<file path="src/rtl/rtcm_pkg.sv">
// Package for the RTCM3 deframer: phase codes, result record and the CRC-24Q byte update.
// It depends on nothing else. Every other file in rtl/ imports it.
package rtcm_pkg;

	localparam logic [7:0]  PREAMBLE_BYTE = 8'hD3;
	localparam logic [7:0]  PAD_MASK      = 8'hFC;
	localparam logic [24:0] CRC24Q_POLY   = 25'h1864CFB;

	typedef enum logic [4:0] {
		PH_HUNT    = 5'b00001,
		PH_HDR1    = 5'b00010,
		PH_HDR2    = 5'b00100,
		PH_PAYLOAD = 5'b01000,
		PH_CRC     = 5'b10000
	} phase_t;

	typedef struct packed {
		logic        kind;
		logic [7:0]  data;
		logic        last;
		logic        crc_ok;
		logic [11:0] msg_type;
		logic [9:0]  frame_length;
	} result_t;

	function automatic logic [23:0] crc24q_feed(input logic [23:0] crc, input logic [7:0] b);
		logic [23:0] c;
		logic [24:0] t;
		c = crc ^ {b, 16'h0000};
		for (int k = 0; k < 8; k++) begin
			t = {c, 1'b0};
			if (t[24]) begin
				t = t ^ CRC24Q_POLY;
			end
			c = t[23:0];
		end
		return c;
	endfunction

endpackage

</file>
<file path="src/rtl/rtcm_in_stage.sv">
// Input register of the RTCM3 deframer: holds one received byte until the frame logic takes it.
// It imports rtcm_pkg but uses nothing from it.
module rtcm_in_stage (
	input  logic       clk,
	input  logic       arst_n,
	input  logic       in_valid,
	output logic       in_ready,
	input  logic [7:0] rx_byte,
	input  logic       adv,
	output logic       valid_s1,
	output logic [7:0] byte_s1
);
	import rtcm_pkg::*;

	assign in_ready = !valid_s1 || adv;

	always_ff @(posedge clk or negedge arst_n) begin
		if (!arst_n) begin
			valid_s1 <= 1'b0;
		end else if (in_ready) begin
			valid_s1 <= in_valid;
		end
	end

	always_ff @(posedge clk) begin
		if (in_valid && in_ready) begin
			byte_s1 <= rx_byte;
		end
	end

endmodule

</file>
<file path="src/rtl/rtcm_frame_fsm.sv">
// Frame state machine of the RTCM3 deframer: preamble hunt, header, payload and CRC-24Q check.
// It depends on rtcm_pkg for the phase codes, the result record and the CRC update.
module rtcm_frame_fsm (
	input  logic              clk,
	input  logic              arst_n,
	input  logic              fire,
	input  logic [7:0]        byte_s1,
	output logic              has_result,
	output rtcm_pkg::result_t result
);
	import rtcm_pkg::*;

	phase_t      phase_q, phase_d;
	logic [23:0] crc_q, crc_d, crc_next, crc_start;
	logic [9:0]  len_q, len_d;
	logic [9:0]  count_q, count_d, count_inc;
	logic [1:0]  seen_q, seen_d, seen_inc;
	logic [11:0] type_q, type_d;

	assign crc_next  = crc24q_feed(crc_q, byte_s1);
	assign crc_start = crc24q_feed(24'h000000, byte_s1);
	assign count_inc = count_q + 10'd1;
	assign seen_inc  = seen_q + 2'd1;

	always_comb begin
		phase_d    = phase_q;
		crc_d      = crc_q;
		len_d      = len_q;
		count_d    = count_q;
		seen_d     = seen_q;
		type_d     = type_q;
		has_result = 1'b0;
		result     = '0;
		unique case (phase_q)
			PH_HDR1: begin
				if ((byte_s1 & PAD_MASK) != 8'h00) begin
					if (byte_s1 == PREAMBLE_BYTE) begin
						crc_d   = crc_start;
						len_d   = '0;
						count_d = '0;
						seen_d  = '0;
						type_d  = '0;
						phase_d = PH_HDR1;
					end else begin
						phase_d = PH_HUNT;
					end
				end else begin
					crc_d   = crc_next;
					len_d   = {byte_s1[1:0], 8'h00};
					phase_d = PH_HDR2;
				end
			end
			PH_HDR2: begin
				crc_d   = crc_next;
				len_d   = {len_q[9:8], byte_s1};
				count_d = '0;
				phase_d = ({len_q[9:8], byte_s1} == 10'd0) ? PH_CRC : PH_PAYLOAD;
			end
			PH_PAYLOAD: begin
				crc_d = crc_next;
				if (count_q == 10'd0) begin
					type_d = {byte_s1, 4'h0};
				end else if (count_q == 10'd1) begin
					type_d = {type_q[11:4], type_q[3:0] | byte_s1[7:4]};
				end
				count_d = count_inc;
				if (count_inc >= len_q) begin
					phase_d = PH_CRC;
				end
				has_result  = 1'b1;
				result.data = byte_s1;
			end
			PH_CRC: begin
				crc_d  = crc_next;
				seen_d = seen_inc;
				if (seen_inc == 2'd3) begin
					has_result          = 1'b1;
					result.kind         = 1'b1;
					result.last         = 1'b1;
					result.crc_ok       = (crc_next == 24'h000000);
					result.msg_type     = (len_q >= 10'd2) ? type_q : 12'h000;
					result.frame_length = len_q;
					seen_d              = '0;
					count_d             = '0;
					phase_d             = PH_HUNT;
				end
			end
			default: begin
				if (byte_s1 == PREAMBLE_BYTE) begin
					crc_d   = crc_start;
					len_d   = '0;
					count_d = '0;
					seen_d  = '0;
					type_d  = '0;
					phase_d = PH_HDR1;
				end else begin
					phase_d = PH_HUNT;
				end
			end
		endcase
	end

	always_ff @(posedge clk or negedge arst_n) begin
		if (!arst_n) begin
			phase_q <= PH_HUNT;
			crc_q   <= '0;
			len_q   <= '0;
			count_q <= '0;
			seen_q  <= '0;
			type_q  <= '0;
		end else if (fire) begin
			phase_q <= phase_d;
			crc_q   <= crc_d;
			len_q   <= len_d;
			count_q <= count_d;
			seen_q  <= seen_d;
			type_q  <= type_d;
		end
	end

endmodule

</file>
<file path="src/rtl/rtcm3_frame_deframer_crc24q_unit.sv">
// Top level of the RTCM3 deframer with CRC-24Q check: input register, frame logic, result register.
// It depends on rtcm_pkg, rtcm_in_stage and rtcm_frame_fsm.
//
// The input channel (in_valid, in_ready, rx_byte) takes one received byte per transaction.
// The output channel (out_valid, out_ready and the result fields) gives one transaction
// per payload byte (kind 0) and one status transaction per frame (kind 1, last 1) that
// carries crc_ok, msg_type and frame_length after the third CRC byte.
// A byte passes through an input register and the frame logic into a result register,
// from which its result is offered once the frame logic has taken the byte.
// The block takes one byte per cycle while the receiver keeps out_ready high; the
// byte-wide CRC-24Q update is the longest path between the two registers.
// When the receiver stalls, the result register holds its transaction, one more byte
// waits in the input register, and in_ready then falls until the result is taken.
// A byte that causes no result leaves the input register at the next edge as well,
// unless a stalled result holds it there.
// Reset clears both valid flags and returns the frame logic to preamble hunting.
module rtcm3_frame_deframer_crc24q_unit (
	input  logic        clk,
	input  logic        arst_n,
	input  logic        in_valid,
	output logic        in_ready,
	input  logic [7:0]  rx_byte,
	output logic        out_valid,
	input  logic        out_ready,
	output logic        kind,
	output logic [7:0]  data,
	output logic        last,
	output logic        crc_ok,
	output logic [11:0] msg_type,
	output logic [9:0]  frame_length
);
	import rtcm_pkg::*;

	logic       valid_s1;
	logic [7:0] byte_s1;
	logic       adv;
	logic       has_result;
	result_t    result;
	result_t    result_q;
	logic       out_valid_q;

	assign adv = valid_s1 && (!out_valid_q || out_ready);

	rtcm_in_stage u_in_stage (
		.clk      (clk),
		.arst_n   (arst_n),
		.in_valid (in_valid),
		.in_ready (in_ready),
		.rx_byte  (rx_byte),
		.adv      (adv),
		.valid_s1 (valid_s1),
		.byte_s1  (byte_s1)
	);

	rtcm_frame_fsm u_frame_fsm (
		.clk        (clk),
		.arst_n     (arst_n),
		.fire       (adv),
		.byte_s1    (byte_s1),
		.has_result (has_result),
		.result     (result)
	);

	always_ff @(posedge clk or negedge arst_n) begin
		if (!arst_n) begin
			out_valid_q <= 1'b0;
		end else if (adv) begin
			out_valid_q <= has_result;
		end else if (out_ready) begin
			out_valid_q <= 1'b0;
		end
	end

	always_ff @(posedge clk) begin
		if (adv && has_result) begin
			result_q <= result;
		end
	end

	assign out_valid    = out_valid_q;
	assign kind         = result_q.kind;
	assign data         = result_q.data;
	assign last         = result_q.last;
	assign crc_ok       = result_q.crc_ok;
	assign msg_type     = result_q.msg_type;
	assign frame_length = result_q.frame_length;

endmodule
</file>
<file path="config.mk">
export PLATFORM = sky130hd
export DESIGN_NAME = rtcm3_frame_deframer_crc24q_unit
export DESIGN_NICKNAME = d
export VERILOG_FILES = /design/src/rtl/rtcm_pkg.sv /design/src/rtl/rtcm_in_stage.sv /design/src/rtl/rtcm_frame_fsm.sv /design/src/rtl/rtcm3_frame_deframer_crc24q_unit.sv
export SDC_FILE = /design/constraint.sdc
export NUM_CORES = 1
export LEC_CHECK = 0
export BUFFER_PORTS_ARGS = -buffer_cell sky130_fd_sc_hd__clkbuf_2
export CORE_UTILIZATION = 30
export DETAILED_ROUTE_END_ITERATION = 8
export PLACE_DENSITY_LB_ADDON = 0.2
export SLEW_MARGIN = 10
export SYNTH_ARGS = -nofsm -noshare
export SYNTH_HDL_FRONTEND = slang
export SYNTH_SLANG_ARGS = --single-unit
</file>
<file path="constraint.sdc">
create_clock -name clk -period 4.7 [get_ports clk]
set_clock_uncertainty 0.15 [all_clocks]
set_input_delay 0.94 -clock clk [delete_from_list [all_inputs] [get_ports clk]]
set_output_delay 0.94 -clock clk [all_outputs]
set_load 0.005 [all_outputs]
</file>
==> Word-level counts from Yosys, hierarchy flattened <==
Cells that the tools add are included.
{ "word_totals": {"regBits": 106, "input_bits": 12, "out_inout_bits": 35, "elab_cells": 127} }
{ "op_classes": {"n_addsub": 2, "magnitude_cmp": 2, "n_eq_ne": 12, "muxes": 47, "bitwise": 22, "reduce_logical": 25} }
{ "ops": {"columns": ["op", "count"], "rows": [
  ["$mux W24", 19],
  ["$not A13 Y13", 16],
  ["$mux W10", 5],
  ["$mux W12", 4],
  ["$pmux W24 S2", 1],
  ["$pmux W10 S4", 1],
  ["$pmux W12 S3", 1],
  ["$pmux W10 S3", 1],
  ["$logic_not A24 Y1", 1],
  ["$xor A24 B24 Y24", 1],
  ["$logic_not A10 Y1", 2],
  ["$pmux W5 S4", 1],
  ["$mux W5", 3],
  ["$reduce_and A3 Y1", 5],
  ["$add A10 B1 Y10 const B", 1],
  ["$eq A10 B1 Y1 const B", 1],
  ["$ge A10 B10 Y1", 1],
  ["$ge A10 B2 Y1 const B", 1],
  ["$eq A8 B8 Y1 const B", 1],
  ["$mux W2", 4],
  ["$ne A2 B1 Y1 const B", 4],
  ["$reduce_and A4 Y1", 2],
  ["$reduce_bool A8 Y1", 1],
  ["$pmux W2 S3", 1],
  ["20 further kinds", 32]
]} }

==> Depth between registers and ports, before layout <==
{ "depth": {"depth_word": 19, "ltp_mapped": 14, "depth_no_buf": 12} }

==> Hierarchy <==
Synthesis repeated with hierarchy kept, for this count alone.
{ "hier_totals": {"hier_cells": 533, "hier_area_um2": 5786.8} }
{ "modules_own_cells": {"columns": ["module", "n_inst", "cells_each", "area_per_inst_um2", "seq_area_each_um2"], "rows": [
  ["rtcm_frame_fsm", 1, 482, 4433.0, 1577.8],
  ["rtcm3_frame_deframer_crc24q_unit", 1, 39, 1059.8, 1016.0],
  ["rtcm_in_stage", 1, 12, 294.0, 265.3]
]} }

==> Worst setup path after synthesis <==
OpenSTA, ideal clock, no wires.
{ "synth_timing": {"kind": "register to register", "from": "register u_in_stage.byte_s1[4]", "to": "register result_q (netlist bit crc_ok) (data pin)", "setup_time_ps": 190, "t_arrival_ps": 3217, "required_time_ps": 4360, "setup_slack_ps": 1143, "stages_incl_launch_ff": 14, "path_buffers": 1, "period_less_slack_ps": 3557, "cell_sequence": "edfxtp_1 xnor2_2 xor2_2 xnor2_1 xnor2_2 ha_1 buf_2 xor2_1 xnor2_1 nor4b_1 nand3_1 a2111oi_2 nand4_1 a2111oi_2"} }
{ "synth_between": {"elab_chain_cells": 15} }
{ "synth_rtl": {"columns": ["item", "line", "rtl"], "rows": [
  ["from (decl)", "rtcm_in_stage.sv:11", "output logic [7:0] byte_s1"],
  ["from (signal assigned)", "rtcm_in_stage.sv:27", "byte_s1 <= rx_byte;"],
  ["$xor A24 B24 Y24 *", "rtcm_pkg.sv:29", "c = crc ^ {b, 16'h0000};"],
  ["$mux W24 * (2 in series)", "rtcm_pkg.sv:32", "if (t[24]) begin"],
  ["$not A13 Y13 (no line)", null, null],
  ["$mux W24 * (2 in series)", "rtcm_pkg.sv:32", null],
  ["$not A13 Y13 (no line)", null, null],
  ["$mux W24 *", "rtcm_pkg.sv:32", null],
  ["$not A13 Y13 (no line)", null, null],
  ["$mux W24 *", "rtcm_pkg.sv:32", null],
  ["$not A13 Y13 (no line)", null, null],
  ["$mux W24 *", "rtcm_pkg.sv:32", null],
  ["$not A13 Y13 (no line)", null, null],
  ["$mux W24 *", "rtcm_pkg.sv:32", null],
  ["$logic_not A24 Y1 *", "rtcm_frame_fsm.sv:80", "result.crc_ok = (crc_next == 24'h000000);"],
  ["to (signal assigned)", "rtcm3_frame_deframer_crc24q_unit.sv:76", "result_q <= result;"],
  ["to (decl)", "rtcm3_frame_deframer_crc24q_unit.sv:39", "result_t result_q;"]
]} }
Mark *: on every way between the ends. The rest lies on a longest branch, timed or not.
A chain may end at the register's enable or synchronous reset.

==> Worst setup path in the final report <==
{ "layout_timing": {"from": "register u_in_stage.byte_s1[5]", "to": "register result_q (netlist bit crc_ok) (data pin)"} }
{ "layout_between": {"elab_chain_cells": 15, "word_cells_on_any_way": 16, "classes_between": "mux (8); bitwise (7); reduce/logical (1)"} }
{ "layout_rtl": {"columns": ["item", "line"], "rows": [
  ["$xor A24 B24 Y24 *", "rtcm_pkg.sv:29"],
  ["$mux W24 *", "rtcm_pkg.sv:32"],
  ["$not A13 Y13 (no line)", null],
  ["$mux W24 * (2 in series)", "rtcm_pkg.sv:32"],
  ["$not A13 Y13 (no line) / $mux W24 (equally long branches)", null],
  ["$mux W24 * (2 in series)", "rtcm_pkg.sv:32"],
  ["$not A13 Y13 (no line) / $mux W24 (equally long branches)", null],
  ["$mux W24 *", "rtcm_pkg.sv:32"],
  ["$not A13 Y13 (no line) / $mux W24 (equally long branches)", null],
  ["$mux W24 *", "rtcm_pkg.sv:32"],
  ["$not A13 Y13 (no line) / $mux W24 (equally long branches)", null],
  ["$mux W24 *", "rtcm_pkg.sv:32"],
  ["$logic_not A24 Y1 *", "rtcm_frame_fsm.sv:80"]
]} }
Marks and branches as above.

==> out/results.ini <==
[status]
status = finished clean

[clock_tree]
cts_tree = yes
clkSinkCount = 105
cts_buffers = 9
clock_latency_ns = 0.36
hold_buffers = 0
root_buffer = clkbuf_16
cts_buffer_depth = 2
clkTransAtPathRegs_ns = 0.08
cts_max_level = 3
cts_setup_buffers = 0
post_cts_resized = 0

[yosys]
synth_common_cells = dfrtp_1 (64), xnor2_1 (44), nand2_1 (41), edfxtp_1 (40), o21ai_0 (31)
ys_seq_area_frac = 0.498
syn_area_per_cell_um2 = 11.1
synth_top_area_cell = dfrtp_1
dominantRegCellSynth = dfrtp_1
yosysUniqueCellTypes = 54
synth_nets = 542
syn_area_um2 = 5680
netlist.area_leader.share = 0.282
syn-instance-count = 514
yosysMostFrequentCell = dfrtp_1
ys_warn_count = 0
async_flop_share = 0.619
ys_seq_elements = 105
synthTopCellsByArea = dfrtp_1 (28%), edfxtp_1 (21%), xnor2_1 (6.8%)
synth_edf_count = 40

[critical_path]
critPathCaptureType = register
critical_path_class = reg -> reg
required_ns = 4.72
cp_slowest_cell = edfxtp_1
rrSetupSlack_ns = 0.59
cp.arrival_ns = 4.13
crit_family = XOR/XNOR gates
cp_max_fo = 8
cpPeakStageDelay_ns = 0.58
path_buf_inv = 0
path_cells = xnor2_4 -> xor2_1 -> xnor2_2 -> xnor2_2 -> ha_1 -> xor2_1 -> xnor2_1 -> nor4b_1 -> nand3_1 -> a2111oi_2 -> nand4_1 -> a2111oi_2
start_kind = register

[power_and_ir_drop]
totalPowerFinal_mw = 4.43
power_density_nw_per_um2 = 681
peakVddDrop_uv = 392
p_leak_nw = 2.62

[drt]
drtAntennaViolNets = 0
wire_per_inst_um = 17.7
wl_um = 14000
dr.first_iter.drc_count = 255
first_pass_iters = 5
viasPerCell = 5.04
vias = 3997
drc = 0

[die]
core_um2 = 18300
die_w_um = 140
fp.dieH_um = 140
num_rows = 49
start_util = 0.311
dieArea_um2 = 19500
io_pins = 47

[final_layout]
drive_gt1_frac = 0.161
area_delta_synth_final_pct = 14.4
multi_input_area_um2 = 2700
nFillCells = 1821
n_antenna_cell = 0
layout.nets = 587
ff_latch_area_um2 = 2830

[timing]
drv_slew = 0
setup_viol = 0
tightest_slew_ns = 0.967
timing.fmax_mhz = 243
fin_crit_ns = 4.11
slew_headroom = 0.353
finalCritPeriodShare = 0.875
rsz0062_at_grt = false
hold_violations = 0
setup_tns_ns = 0

[flow_run]
maxCapViolations = 0

[global_routing]
grt_max_degree = 34
grt_pass1_wl_um = 22600
grt-ovfl-total = 0
grt_pass1_vias = 3902
grtUsageTotal = 0.153
grt_antenna_before_repair = 0

[min_path]
hold_class = reg -> reg

[placed_design]
hpwlAfterDp_um = 10300
gp_congestion = 0.889
port_buffers = 46

==> layout make-up <==
cell class,instances,share of cell area
Sequential cell,105,0.435
Multi-Input combinational cell,373,0.416
Tap cell,229,0.0441
Timing Repair Buffer,53,0.0435
Clock buffer,9,0.0346
Clock inverter,7,0.0169
Inverter,17,0.00982
==> metal layers <==
metal / track usage / part of all wire
met1: 0.217 / 0.50
met3: 0.0237 / 0.032
met2: 0.233 / 0.44
met4: 0.0602 / 0.019
met5: 0 / 0
==> cell families (layout without fill, tap and decap cells) <==
kind of cell / Yosys count / in the layout / synth area share
muxes: 9 / 9 / 0.0165
xor gates and xnor gates: 76 / 76 / 0.144
and+or+nand+nor: 162 / 162 / 0.146
adders and majority gates: 16 / 16 / 0.0352
buffers and inverters: 36 / 86 / 0.0266
AOI/OAI and AO/OA: 110 / 110 / 0.134
DFF: 105 / 105 / 0.498
==> where the power goes <==
part	switching, mW	leakage, nW	internal [mW]
clock network	0.376	0.162	0.480
registers	0.125	1.19	1.05
logic	1.32	1.27	1.08
total	1.82	2.62	2.60
==> sequential cells by signal, indices dropped and copies added (netlist names) <==
| signal | count |
|---|---|
| u_frame_fsm.crc_q | 24 |
| msg_type | 12 |
| u_frame_fsm.type_q | 12 |
| frame_length | 10 |
| u_frame_fsm.count_q | 10 |
| u_frame_fsm.len_q | 10 |
| data | 8 |
| u_in_stage.byte_s1 | 8 |
| u_frame_fsm.phase_q | 5 |
| u_frame_fsm.seen_q | 2 |
| crc_ok | 1 |
| kind | 1 |
| out_valid | 1 |
| u_in_stage.valid_s1 | 1 |
==> stage by stage <==
step | util | hold WS, ns | cells | setup slack (ns) | instance area [um^2]
CTS | 0.356 | 0.355 | 793 | 0.522 | 6500
floorplan | - | 0.304 | 514 | 1.14 | 5680
detailed placement | 0.337 | 0.337 | 777 | 0.559 | 6170
finish | 0.356 | 0.346 | 793 | 0.587 | 6500
global placement | 0.337 | 0.322 | 777 | 0.707 | 6170
global route | 0.356 | 0.359 | 793 | 0.271 | 6500
==> worst paths after layout <==
kind | from | end | cells past startpoint
setup / recovery | u_in_stage.byte_s1[5] | crc_ok | 12
hold / removal | u_frame_fsm.type_q[0] | u_frame_fsm.type_q[0] | 2
setup reg to reg | u_in_stage.byte_s1[5] | crc_ok | 12
hold reg to reg | u_frame_fsm.type_q[0] | u_frame_fsm.type_q[0] | 2
max in group asynchronous | arst_n | u_frame_fsm.type_q[5] | 2
min in group asynchronous | arst_n | u_frame_fsm.count_q[7] | 1
==> cells in the final DEF (no fill, tap or decap), types with 5 or more instances in the layout <==
cell and count:
xnor2_1 44, nor2b_1 5, dfrtp_1 64, inv_1 17
a22o_1 18, o21ai_1 5, clkbuf_2 45, o22a_1 6
a22oi_1 10, and3_1 6, mux2i_1 6, xnor2_2 6
edfxtp_1 40, o21ai_0 31, xor2_1 19, clkbuf_16 9
ha_1 16, nor2_1 29, a21oi_1 17, nor3_1 9
nand2_1 41, nand3_1 13, a21o_1 5, and2_1 30
nand2b_1 6, buf_4 7
==> worst min-delay path, stage by stage (launching register included) <==
cell     delay [ns]
dfrtp_1        0.34
a21oi_1        0.04
nor2_1         0.07
(Power assumes the default switching activity.)
